`src/rtl/core/jstok_pkg.sv`:
```
// jstok_pkg: types, constants and byte classifiers for the script string tokenizer
// no dependencies; imported by every module of the block
`timescale 1ns / 1ps

package jstok_pkg;

   localparam int STRING_DEPTH = 64;
   localparam int ADDR_W = (STRING_DEPTH > 1) ? $clog2(STRING_DEPTH) : 1;
   localparam int CNT_W = $clog2(STRING_DEPTH + 1);

   localparam logic [7:0] CH_SQUOTE = 8'h27;
   localparam logic [7:0] CH_DQUOTE = 8'h22;
   localparam logic [7:0] CH_BTICK = 8'h60;
   localparam logic [7:0] CH_SLASH = 8'h2f;
   localparam logic [7:0] CH_STAR = 8'h2a;
   localparam logic [7:0] CH_BSLASH = 8'h5c;
   localparam logic [7:0] CH_LF = 8'h0a;
   localparam logic [7:0] CH_CR = 8'h0d;
   localparam logic [7:0] CH_TAB = 8'h09;
   localparam logic [7:0] CH_SPACE = 8'h20;
   localparam logic [7:0] CH_COMMA = 8'h2c;
   localparam logic [7:0] CH_SEMI = 8'h3b;
   localparam logic [7:0] CH_COLON = 8'h3a;

   localparam logic [1:0] QUOTE_NONE = 2'd0;
   localparam logic [1:0] QUOTE_SINGLE = 2'd1;
   localparam logic [1:0] QUOTE_DOUBLE = 2'd2;
   localparam logic [1:0] QUOTE_BTICK = 2'd3;

   typedef enum logic [2:0] {
      MODE_NORMAL = 3'd0,
      MODE_SLASH = 3'd1,
      MODE_LINE = 3'd2,
      MODE_BLOCK = 3'd3,
      MODE_BLOCK_STAR = 3'd4,
      MODE_STRING = 3'd5,
      MODE_ESCAPE = 3'd6
   } scan_mode_type;

   typedef enum logic [1:0] {
      DR_IDLE = 2'd0,
      DR_RUN = 2'd1,
      DR_FLUSH = 2'd2
   } drain_state_type;

   // closing quote hands the buffered string over to the drain
   typedef struct packed {
      logic start;
      logic [CNT_W-1:0] len;
      logic ovf;
   } drain_start_type;

   function automatic logic [1:0] quote_code(input logic [7:0] c);
      logic [1:0] q;
      case (c)
         CH_SQUOTE: q = QUOTE_SINGLE;
         CH_DQUOTE: q = QUOTE_DOUBLE;
         CH_BTICK: q = QUOTE_BTICK;
         default: q = QUOTE_NONE;
      endcase
      return q;
   endfunction

   function automatic logic is_delim(input logic [7:0] c);
      return c inside {CH_SPACE, CH_TAB, CH_LF, CH_CR, CH_COMMA, CH_SEMI, CH_COLON};
   endfunction

endpackage

```
`src/rtl/core/jstok_buffer.sv`:
```
// jstok_buffer: string buffer, one write port and one registered read port
// depends on jstok_pkg
`timescale 1ns / 1ps

module jstok_buffer
   import jstok_pkg::*;
(
   input  logic              clock,
   input  logic              wr_en,
   input  logic [ADDR_W-1:0] wr_addr,
   input  logic [7:0]        wr_data,
   input  logic [ADDR_W-1:0] rd_addr,
   output logic [7:0]        rd_data
);

   logic [7:0] mem [STRING_DEPTH];
   logic [7:0] rd_data_ff;

   always_ff @(posedge clock) begin
      if (wr_en) begin
         mem[wr_addr] <= wr_data;
      end
      rd_data_ff <= mem[rd_addr];
   end

   assign rd_data = rd_data_ff;

endmodule

```
`src/rtl/core/jstok_scanner.sv`:
```
// jstok_scanner: comment/string mode machine, fills the string buffer
// depends on jstok_pkg
`timescale 1ns / 1ps

module jstok_scanner
   import jstok_pkg::*;
(
   input  logic              clock,
   input  logic              reset,
   input  logic              accept,
   input  logic [7:0]        in_byte,
   input  logic              end_of_input,
   output logic              wr_en,
   output logic [ADDR_W-1:0] wr_addr,
   output logic [7:0]        wr_data,
   output drain_start_type   start
);

   scan_mode_type mode_ff, mode_in;
   logic [1:0] quote_ff, quote_in;
   logic [CNT_W-1:0] fill_ff, fill_in;
   logic ovf_ff, ovf_in;

   always_ff @(posedge clock) begin
      if (reset) begin
         mode_ff <= MODE_NORMAL;
         quote_ff <= QUOTE_NONE;
         fill_ff <= '0;
         ovf_ff <= 1'b0;
      end else begin
         mode_ff <= mode_in;
         quote_ff <= quote_in;
         fill_ff <= fill_in;
         ovf_ff <= ovf_in;
      end
   end

   always_comb begin
      logic push;
      logic [1:0] q;
      push = 1'b0;
      q = quote_code(in_byte);
      mode_in = mode_ff;
      quote_in = quote_ff;
      fill_in = fill_ff;
      ovf_in = ovf_ff;
      start.start = 1'b0;
      start.len = fill_ff;
      start.ovf = ovf_ff;
      if (accept) begin
         case (mode_ff)
            MODE_LINE: begin
               if (in_byte == CH_LF) mode_in = MODE_NORMAL;
            end
            MODE_BLOCK: begin
               if (in_byte == CH_STAR) mode_in = MODE_BLOCK_STAR;
            end
            MODE_BLOCK_STAR: begin
               if (in_byte == CH_SLASH) mode_in = MODE_NORMAL;
               else if (in_byte != CH_STAR) mode_in = MODE_BLOCK;
            end
            MODE_STRING: begin
               if (in_byte == CH_BSLASH) begin
                  push = 1'b1;
                  mode_in = MODE_ESCAPE;
               end else if (q != QUOTE_NONE && q == quote_ff) begin
                  start.start = 1'b1;
                  mode_in = MODE_NORMAL;
                  quote_in = QUOTE_NONE;
                  fill_in = '0;
                  ovf_in = 1'b0;
               end else begin
                  push = 1'b1;
               end
            end
            MODE_ESCAPE: begin
               push = 1'b1;
               mode_in = MODE_STRING;
            end
            default: begin
               // normal, pending slash and unused codes
               if (mode_ff == MODE_SLASH && in_byte == CH_SLASH) begin
                  mode_in = MODE_LINE;
               end else if (mode_ff == MODE_SLASH && in_byte == CH_STAR) begin
                  mode_in = MODE_BLOCK;
               end else if (q != QUOTE_NONE) begin
                  mode_in = MODE_STRING;
                  quote_in = q;
                  fill_in = '0;
                  ovf_in = 1'b0;
               end else if (in_byte == CH_SLASH) begin
                  mode_in = MODE_SLASH;
               end else begin
                  mode_in = MODE_NORMAL;
               end
            end
         endcase
         if (push) begin
            if (fill_ff < CNT_W'(STRING_DEPTH)) fill_in = fill_ff + CNT_W'(1);
            else ovf_in = 1'b1;
         end
         if (end_of_input) begin
            mode_in = MODE_NORMAL;
            quote_in = QUOTE_NONE;
            fill_in = '0;
            ovf_in = 1'b0;
         end
      end
      wr_en = push && (fill_ff < CNT_W'(STRING_DEPTH));
   end

   assign wr_addr = fill_ff[ADDR_W-1:0];
   assign wr_data = in_byte;

endmodule

```
`src/rtl/core/jstok_drain.sv`:
```
// jstok_drain: reads the buffered string back, splits it into tokens, drives the response register
// depends on jstok_pkg
`timescale 1ns / 1ps

module jstok_drain
   import jstok_pkg::*;
(
   input  logic              clock,
   input  logic              reset,
   input  drain_start_type   start,
   output logic [ADDR_W-1:0] rd_addr,
   input  logic [7:0]        rd_data,
   output logic              idle,
   output logic              out_valid,
   input  logic              out_ready,
   output logic [7:0]        out_char,
   output logic              out_end,
   output logic              out_trunc,
   output logic              out_last
);

   drain_state_type state_ff, state_in;
   logic [CNT_W-1:0] cnt_ff, cnt_in;
   logic [CNT_W-1:0] len_ff, len_in;
   logic ovf_ff, ovf_in;
   logic dvalid_ff, dvalid_in;
   logic hold_valid_ff, hold_valid_in;
   logic [7:0] hold_char_ff, hold_char_in;
   logic hold_end_ff, hold_end_in;
   logic out_valid_ff, out_valid_in;
   logic [7:0] out_char_ff, out_char_in;
   logic out_end_ff, out_end_in;
   logic out_trunc_ff, out_trunc_in;
   logic out_last_ff, out_last_in;

   always_ff @(posedge clock) begin
      if (reset) begin
         state_ff <= DR_IDLE;
         dvalid_ff <= 1'b0;
         hold_valid_ff <= 1'b0;
         out_valid_ff <= 1'b0;
      end else begin
         state_ff <= state_in;
         dvalid_ff <= dvalid_in;
         hold_valid_ff <= hold_valid_in;
         out_valid_ff <= out_valid_in;
      end
      cnt_ff <= cnt_in;
      len_ff <= len_in;
      ovf_ff <= ovf_in;
      hold_char_ff <= hold_char_in;
      hold_end_ff <= hold_end_in;
      out_char_ff <= out_char_in;
      out_end_ff <= out_end_in;
      out_trunc_ff <= out_trunc_in;
      out_last_ff <= out_last_in;
   end

   always_comb begin
      logic can_push;
      logic push;
      logic is_d;
      logic need_push;
      logic [CNT_W-1:0] nxt;
      can_push = !out_valid_ff || out_ready;
      push = 1'b0;
      is_d = is_delim(rd_data);
      need_push = 1'b0;
      nxt = cnt_ff + CNT_W'(1);
      state_in = state_ff;
      cnt_in = cnt_ff;
      len_in = len_ff;
      ovf_in = ovf_ff;
      dvalid_in = dvalid_ff;
      hold_valid_in = hold_valid_ff;
      hold_char_in = hold_char_ff;
      hold_end_in = hold_end_ff;
      out_char_in = out_char_ff;
      out_end_in = out_end_ff;
      out_trunc_in = out_trunc_ff;
      out_last_in = out_last_ff;
      rd_addr = cnt_ff[ADDR_W-1:0];
      case (state_ff)
         DR_IDLE: begin
            if (start.start && start.len != '0) begin
               state_in = DR_RUN;
               cnt_in = '0;
               len_in = start.len;
               ovf_in = start.ovf;
               dvalid_in = 1'b0;
               hold_valid_in = 1'b0;
            end
         end
         DR_RUN: begin
            if (!dvalid_ff) begin
               dvalid_in = 1'b1;
            end else begin
               need_push = !is_d && hold_valid_ff;
               if (!need_push || can_push) begin
                  if (is_d) begin
                     hold_end_in = 1'b1;
                  end else begin
                     if (hold_valid_ff) begin
                        push = 1'b1;
                        out_char_in = hold_char_ff;
                        out_end_in = hold_end_ff;
                        out_trunc_in = ovf_ff;
                        out_last_in = 1'b0;
                     end
                     hold_valid_in = 1'b1;
                     hold_char_in = rd_data;
                     hold_end_in = 1'b0;
                  end
                  cnt_in = nxt;
                  rd_addr = nxt[ADDR_W-1:0];
                  if (nxt >= len_ff) begin
                     state_in = DR_FLUSH;
                     dvalid_in = 1'b0;
                  end
               end
            end
         end
         DR_FLUSH: begin
            if (!hold_valid_ff) begin
               state_in = DR_IDLE;
            end else if (can_push) begin
               push = 1'b1;
               out_char_in = hold_char_ff;
               out_end_in = 1'b1;
               out_trunc_in = ovf_ff;
               out_last_in = 1'b1;
               hold_valid_in = 1'b0;
               state_in = DR_IDLE;
            end
         end
         default: begin
            state_in = DR_IDLE;
         end
      endcase
      if (push) out_valid_in = 1'b1;
      else if (out_ready) out_valid_in = 1'b0;
      else out_valid_in = out_valid_ff;
   end

   assign idle = (state_ff == DR_IDLE);
   assign out_valid = out_valid_ff;
   assign out_char = out_char_ff;
   assign out_end = out_end_ff;
   assign out_trunc = out_trunc_ff;
   assign out_last = out_last_ff;

endmodule

```
`src/rtl/core/js_string_literal_tokenizer.sv`:
```
// js_string_literal_tokenizer: top level of the script string tokenizer
// depends on jstok_pkg, jstok_scanner, jstok_buffer, jstok_drain
//
// usage:
//   req channel carries the script text, one byte per request (tdata = in_byte,
//   tlast = end_of_input). rsp channel carries token bytes (tdata = token_char,
//   tuser = token_end, truncated from bit 0 up; tlast = last byte of a run).
//   while the drain is idle a request is taken every cycle; comments are skipped
//   and string bytes go into a 64-entry buffer memory.
//   a closing quote of a non-empty string starts the drain: req_tready drops and
//   the buffer is read back one byte per cycle while the receiver does not stall
//   (a registered read, a wait for the first read data and a flush step), so a
//   string of n buffered bytes holds off the next request until all n bytes are
//   read and flushed, plus any receiver stall. token bytes follow at most one
//   per cycle.
//   when the receiver stalls, the drain waits on the response register and
//   the buffer read is held, nothing is lost.
//   reset clears the scan mode, fill count and all pending output; the buffer
//   memory itself is not cleared. a request with tlast returns all scan state
//   to its reset value after the byte is handled.
`timescale 1ns / 1ps

module js_string_literal_tokenizer
   import jstok_pkg::*;
(
   input  logic       clock,
   input  logic       reset,
   input  logic       req_tvalid,
   output logic       req_tready,
   input  logic [7:0] req_tdata,  // [7:0] in_byte
   input  logic       req_tlast,
   output logic       rsp_tvalid,
   input  logic       rsp_tready,
   output logic [7:0] rsp_tdata,  // [7:0] token_char
   output logic [1:0] rsp_tuser,  // [0] token_end, [1] truncated
   output logic       rsp_tlast
);

   logic accept;
   logic wr_en;
   logic [ADDR_W-1:0] wr_addr;
   logic [7:0] wr_data;
   logic [ADDR_W-1:0] rd_addr;
   logic [7:0] rd_data;
   logic idle;
   drain_start_type start;
   logic out_end;
   logic out_trunc;

   assign req_tready = idle;
   assign accept = req_tvalid && req_tready;

   jstok_scanner u_scanner (
      .clock        (clock),
      .reset        (reset),
      .accept       (accept),
      .in_byte      (req_tdata),
      .end_of_input (req_tlast),
      .wr_en        (wr_en),
      .wr_addr      (wr_addr),
      .wr_data      (wr_data),
      .start        (start)
   );

   jstok_buffer u_buffer (
      .clock   (clock),
      .wr_en   (wr_en),
      .wr_addr (wr_addr),
      .wr_data (wr_data),
      .rd_addr (rd_addr),
      .rd_data (rd_data)
   );

   jstok_drain u_drain (
      .clock     (clock),
      .reset     (reset),
      .start     (start),
      .rd_addr   (rd_addr),
      .rd_data   (rd_data),
      .idle      (idle),
      .out_valid (rsp_tvalid),
      .out_ready (rsp_tready),
      .out_char  (rsp_tdata),
      .out_end   (out_end),
      .out_trunc (out_trunc),
      .out_last  (rsp_tlast)
   );

   assign rsp_tuser = {out_trunc, out_end};

endmodule

```
`config.mk`:
```
export PLATFORM = sky130hd
export DESIGN_NAME = js_string_literal_tokenizer
export DESIGN_NICKNAME = d
export VERILOG_FILES = /design/src/rtl/core/jstok_pkg.sv /design/src/rtl/core/jstok_buffer.sv /design/src/rtl/core/jstok_scanner.sv /design/src/rtl/core/jstok_drain.sv /design/src/rtl/core/js_string_literal_tokenizer.sv
export SDC_FILE = /design/constraint.sdc
export NUM_CORES = 1
export LEC_CHECK = 0
export BUFFER_PORTS_ARGS = -buffer_cell sky130_fd_sc_hd__buf_4
export CAP_MARGIN = 40
export CORE_MARGIN = 1.5
export CORE_UTILIZATION = 58
export CTS_BUF_LIST = sky130_fd_sc_hd__clkbuf_16
export DETAILED_ROUTE_END_ITERATION = 12
export PLACE_DENSITY = 0.82
export SYNTH_ARGS = -nofsm -noshare
export SYNTH_HDL_FRONTEND = slang
export SYNTH_SLANG_ARGS = --single-unit
export TNS_END_PERCENT = 5
```
`constraint.sdc`:
```
create_clock -name clock -period 6.2 [get_ports clock]
set_input_delay 0.62 -clock clock [delete_from_list [all_inputs] [get_ports clock]]
set_output_delay 0.62 -clock clock [all_outputs]
set_load 0.05 [all_outputs]
```
==> impl_metrics.toml, run 1 <==
[setup_path]
r2r_cells = 11
r2r_start = "u_drain.state_ff[1]"
crit_path_end = "u_buffer.mem[16][7]"
arrival_ns = 4.51
cp-startpoint = "req_tdata[6]"
rrSetupSlack_ns = 2.14
cp-start-kind = "primary input"
path_max_fanout = 67
path_class = "primary input to register"
cp.required_ns = 6.43
crit_path_end_kind = "register"
r2r_end = "u_buffer.rd_data[1]"

[placed_design]
finalWeightedCongestion = 0.9102
dpl.hpwl_mm = 34.68
portBuffers = 25

[clock_tree]
cts_resized = 0
cts_sinks = 573
post_cts_buffers = 0
tritoncts = "built"
numCtsBuffers = 52
h-tree-depth = 2
clk_pin_slew_ns = 0.06
clockRootBuffer = "clkbuf_16"
clk_path_buf_depth = 3
clk_latency_ns = 0.60
hold_buffers = 0

[logic_synthesis]
ys_types = 82
synthesis.instances = 1565
yosysWarnings = 0
syn_area_um2 = 23030
avgSynthCellArea_um2 = 14.72
yosysSeqAreaShare_pct = 73.58
synth_nets = 1592
synth-async-reset-ratio_pct = 0
synth-edff-count = 547
synth-main-ff-cell = "edfxtp_1"
ys_ff_latch = 573

[drt]
viasPerCell = 6.747
post_drt_wl_per_cell_um = 26.74
drt-initial-drc-count = 2542
vias = 14440
drcViolationCount = 0
drtAntennaViolNets = 0
firstDrtPassIters = 6
routed_wirelength_mm = 57.23

[power_and_ir_drop]
vdd_drop_max_mv = 0.2944
pwr-share-comb_pct = 1.2
intPower_mw = 6.109
switchingPower_mw = 1.495
seqPwrFrac_pct = 55.6
clkPwrFrac_pct = 43.2
p_sw_share_pct = 19.66
p_per_area_nw_per_um2 = 299.1
power.total_mw = 7.605
power.leakage_nw = 8.205

[worst_hold_path]
holdCritPathClass = "primary input to register"

[finish]
final_layout_size_suffix_gt1_share_pct = 10.48
area_growth_pct = 10.38
n_fill_cell = 2577
layout_commonest_cell = "edfxtp_1"
register_area_um2 = 16950
num_antenna_cells = 0
final_nets = 1605
multi_input_area_um2 = 5617
mostFrequentLayoutCells = "edfxtp_1 (547), nand2_1 (203), nor2_1 (112)"

[sta]
slew-limit-headroom_pct = 33.60
setup_violations = 0
holdWs_ns = 0.3416
fin_worst_skew_ns = 0.02063
worst_slew_pin_slew_ns = 0.9960
period_share_pct = 69.00
report.final.slew_viol_count = 0
fin_crit_ns = 4.278
hold_viol = 0
finalSetupTns_ns = 0
rsz0062_at_grt = "false"
fmax_mhz = 233.8

[floorplan]
core.rowCount = 72
die-area_um2 = 40920
start_util_pct = 59.18
pin_count = 26
die_w_um = 202.3
die_h_um = 202.3
core_um2 = 38920

[grt]
grt-ovfl-total = 0
grt_pass1_wl_mm = 84.57
grt_pass1_vias = 13670
grt_max_degree = 83
antenna_found_initial = 0
gr-usage-all-layers_pct = 27.89

[status]
outcome = "complete, no violations"

[run]
drv_cap = 0
logic make-up (layout without fill, tap and decap cells):
| group | count (synthesis) | in the layout | synth area share [%] |
|---|---|---|---|
| DFF | 573 | 573 | 73.58 |
| and+or+nand+nor | 490 | 490 | 9.822 |
| AOI/OAI and AO/OA | 297 | 297 | 10.07 |
| buffers and inverters | 109 | 166 | 2.227 |
| muxes | 73 | 73 | 3.200 |
| adders and majority gates | 14 | 14 | 0.7605 |
| xor gates and xnor gates | 9 | 9 | 0.3423 |
power by group through the flow:
stage          clock network (mW)  logic [mW]  registers (mW)
4_1_cts                      3.29      0.0920            4.23
2_1_floorplan                   0      0.0112            4.31
3_5_place_dp                    0      0.0912            4.31
6_report                     3.28      0.0925            4.23
3_3_place_gp                    0      0.0908            4.31
5_1_grt                      3.43      0.0972            4.23
synth_stat cells, types with 11 or more instances:
library cell  number  share of area [%]
edfxtp_1         547                 71
clkbuf_1          42               0.68
o221ai_1          16               0.61
nor3_1            21               0.46
nand3_1           43               0.93
dfxtp_1           26                2.3
o22ai_1           46                1.2
a31oi_1           11               0.30
buf_4             11               0.36
mux2i_1           71                3.1
o21ai_0           24               0.52
nand2b_1          13               0.35
inv_1             20               0.33
ha_1              14               0.76
o22a_1            30                1.1
buf_2             25               0.54
a221o_1           14               0.61
nor2_1           112                1.8
and2_1            11               0.30
nand2_1          204                3.3
a32oi_1           35                1.3
nor4_1            12               0.33
a21oi_1           23               0.50
nand4_1           29               0.79
o211ai_1          17               0.55
per-stage QoR:
stage               cell area, um^2  worst slack, ns  instances  utilization (%)
finish                        25420            1.922       2140            65.32
global route                  25420            1.736       2140            65.32
CTS                           25420            2.001       2140            65.32
detailed placement            23680            1.410       2042            60.84
global placement              23640            1.610       2039            60.73
floorplan                     23030            2.882       1565                -
area by class of cell:
type	instances	area share [%]
Tap cell	518	2.549
Inverter	20	0.2953
Clock buffer	52	5.119
Timing Repair Buffer	48	1.545
Sequential cell	573	66.66
Multi-Input combinational cell	883	22.09
Clock inverter	46	1.737
flip-flops by register name, indices dropped and copies added, names as in the netlist, 2 cells and up:
name	cells
u_drain.hold_char_ff	8
u_drain.out_char	8
u_scanner.fill_ff	7
u_buffer.rd_data	8
u_drain.cnt_ff	7
u_drain.len_ff	7
u_scanner.mode_ff	3
u_scanner.quote_ff	2
u_drain.state_ff	2
u_buffer.mem	512
how the worst min path moves through the flow:
stage | start | end | slack (ns) | depth (start not counted)
2_1_floorplan | u_drain.hold_char_ff[0] | u_drain.out_char[0] | 0.40 | 0
3_3_place_gp | u_drain.hold_char_ff[5] | u_drain.out_char[5] | 0.40 | 0
3_5_place_dp | u_drain.hold_char_ff[7] | u_drain.out_char[7] | 0.41 | 0
4_1_cts | req_tdata[1] | u_buffer.mem[7][1] | 0.33 | 1
5_1_grt | req_tdata[1] | u_buffer.mem[7][1] | 0.34 | 1
6_report | req_tdata[3] | u_buffer.mem[39][3] | 0.34 | 1
critical path, cell delays in order:
cell and delay (ns):
buf_4 0.58, or4b_1 0.51, or2_1 0.25, and4_1 0.20, a211o_1 0.28, a21oi_4 0.23
nand2_1 0.13, nor2_2 0.22, nand2_1 0.58, nor2_1 0.78
metal layers:
layer	share of wire (%)	GRT usage [%]	wire length [um]	vias up
li1	-	-	-	6149
met1	36	37.14	20720	6933
met2	45	42.80	25800	1151
met3	14	8.417	7903	206
met4	4.9	12.25	2802	0
met5	0	0	0	-
Power figures use the tool's default switching activity.
==> inputs of run 2 (changes only) <==
- ABC_AREA: default -> 1
- clock period: 6.2 -> 4 ns (I/O delays scaled with it)
==> run 2 against run 1 <==
Wire length is 17% higher. Area after synthesis up 13%. Critical path depth unchanged. Cell count up 45%. Non-clock buffer count is 67 higher. Worst setup slack worse by 1.3 ns. Largest power group unchanged. Hold slack lost 0.29 ns. Design area grew 14%. Highest routed layer unchanged.
==> impl_metrics.toml, run 2 <==
[clock_tree]
clk_latency_ns = 0.64
clk_path_buf_depth = 3
clockRootBuffer = "clkbuf_16"
tritoncts = "built"
cts_resized = 0
hold_buffers = 0
h-tree-depth = 2
post_cts_buffers = 0
cts_sinks = 573
clk_pin_slew_ns = 0.06
numCtsBuffers = 56

[finish]
final_nets = 2487
layout_commonest_cell = "nand3_1"
multi_input_area_um2 = 6997
num_antenna_cells = 0
register_area_um2 = 16950
n_fill_cell = 3175
mostFrequentLayoutCells = "nand3_1 (576), edfxtp_1 (547), nand2_1 (378)"
utilization_pct = 65.38
final_layout_size_suffix_gt1_share_pct = 8.975
largest_register = "u_buffer.mem"
largest_register_ffs = 512
area_growth_pct = 11.23

[sta]
hold_viol = 0
period_share_pct = 83.80
fin_crit_ns = 3.352
setup_violations = 0
fmax_mhz = 298.3
report.final.slew_viol_count = 0
rsz0062_at_grt = "false"
fin_worst_skew_ns = 0.03097
slew-limit-headroom_pct = 38.25
finalSetupTns_ns = 0
worst_slew_pin_slew_ns = 0.9263

[logic_synthesis]
ys_types = 35
avgSynthCellArea_um2 = 10.70
synth-edff-count = 547
synthesis.instances = 2429
synth-async-reset-ratio_pct = 0
yosysWarnings = 0
synthTopCellsByArea = "edfxtp_1 (63%), nand3_1 (11%), nand2_1 (5.5%), nand3b_1 (5.4%), inv_1 (5.1%)"
synth_nets = 2456
synthTopCellsByCount = "nand3_1 (576), edfxtp_1 (547), nand2_1 (379)"
ys_ff_latch = 573
yosysSeqAreaShare_pct = 65.19
syn_area_um2 = 25990
synth_top_area_cell = "edfxtp_1"
yosysMostFrequentCell = "nand3_1"
synth_top_area_share_pct = 63.19
synth-main-ff-cell = "edfxtp_1"

[power_and_ir_drop]
clkPwrFrac_pct = 35.3
switchingPower_mw = 4.640
pwr-share-comb_pct = 20.5
seqPwrFrac_pct = 44.2
intPower_mw = 10.82
p_sw_share_pct = 30.01
p_per_area_nw_per_um2 = 534.7
vdd_drop_max_mv = 0.4032
power.leakage_nw = 11.35

[drt]
vias = 18570
routed_wirelength_mm = 66.97
viasPerCell = 5.993
drt-initial-drc-count = 2617
drtAntennaViolNets = 0
firstDrtPassIters = 8
drcViolationCount = 0
post_drt_wl_per_cell_um = 21.61

[grt]
gr-usage-all-layers_pct = 28.93
antenna_found_initial = 0
grt_pass1_vias = 18160
grt_max_degree = 129
grt-ovfl-total = 0
grt_pass1_wl_mm = 102.4

[setup_path]
cp-start-kind = "register"
path_max_fanout = 9
cp.required_ns = 4.25
crit_path_end_kind = "register"
critPathSlowestCell = "nor2_1"
path_class = "register to register"
path_cells = "inv_1 -> nor2_1 -> inv_1 -> nor2_1 -> a21oi_2 -> nor2_4 -> nand2_2 -> nor2_4 -> nand3_2 -> nor2_1"
arrival_ns = 3.60
critPathMaxStageDelay_ns = 0.73
crit_path_frequent_cell = "nor2_1"

[floorplan]
core.rowCount = 77
die_w_um = 214.7
start_util_pct = 58.78
pin_count = 26
die-area_um2 = 46100
die_h_um = 214.7
core_um2 = 44220

[run]
drv_cap = 0

[status]
outcome = "complete, no violations"

[placed_design]
portBuffers = 25
dpl.hpwl_mm = 39.92
finalWeightedCongestion = 0.9255

[worst_hold_path]
holdCritPathClass = "primary input to register"
run 2: area by class of cell:
type | count | area share [%]
tap | 592 | 2.562
sequential | 573 | 58.61
clock buffer | 56 | 4.847
inverter | 356 | 4.626
timing repair buffer | 115 | 3.401
multi-input combinational | 1358 | 24.20
clock inverter | 49 | 1.757
run 2: worst paths after layout:
kind	depth (start not counted)	slack, ns	end	startpoint
min	2	0.05	u_scanner.quote_ff[0]	reset
max	10	0.65	u_buffer.mem[46][5]	u_scanner.mode_ff[2]
min reg2reg	0	0.42	u_drain.out_char[1]	u_drain.hold_char_ff[1]
max reg2reg	10	0.65	u_buffer.mem[46][5]	u_scanner.mode_ff[2]
run 2: power by group through the flow:
stage	clock (mW)	combinational, mW	sequential (mW)
5_1_grt	5.72	3.43	6.83
4_1_cts	5.49	3.09	6.83
6_report	5.46	3.17	6.83
3_3_place_gp	0	2.96	6.95
2_1_floorplan	0	2.10	6.98
3_5_place_dp	0	3.07	6.95
run 2: kinds of logic after synthesis:
family / count (synthesis) / share of synthesized area, %
flip-flops: 573 / 65.19
AO/OA/AOI/OAI: 66 / 1.497
AND/OR/NAND/NOR: 1270 / 24.33
buffers and inverters: 498 / 8.038
XOR/XNOR: 8 / 0.2696
adder cells (fa/ha/maj): 14 / 0.6739
run 2: per-stage QoR:
step | hold slack [ns] | setup slack, ns | cell area (um^2) | std cells | power (mW)
after floorplan | 0.4003 | 1.415 | 25990 | 2429 | 9.075
after global placement | 0.4044 | 0.3237 | 26970 | 2992 | 9.907
after detailed placement | 0.4099 | 0.3097 | 27000 | 2993 | 10.02
after CTS | 0.04491 | 0.7250 | 28910 | 3098 | 15.41
after global routing | 0.05622 | 0.4690 | 28910 | 3099 | 15.97
final | 0.04943 | 0.6481 | 28910 | 3099 | 15.46
run 2: layer usage:
layer / track usage (%) / part of all wire [%]
met1: 38.18 / 37
met2: 46.25 / 47
met3: 5.817 / 11
met4: 13.97 / 4.5
met5: 0 / 0
run 2: critical path, delay by kind of cell (launching register included):
kind,cells,cell delay (ns)
buffers and inverters,2,0.14
AO/OA/AOI/OAI,1,0.18
flip-flops,1,0.37
AND/OR/NAND/NOR,7,2.26
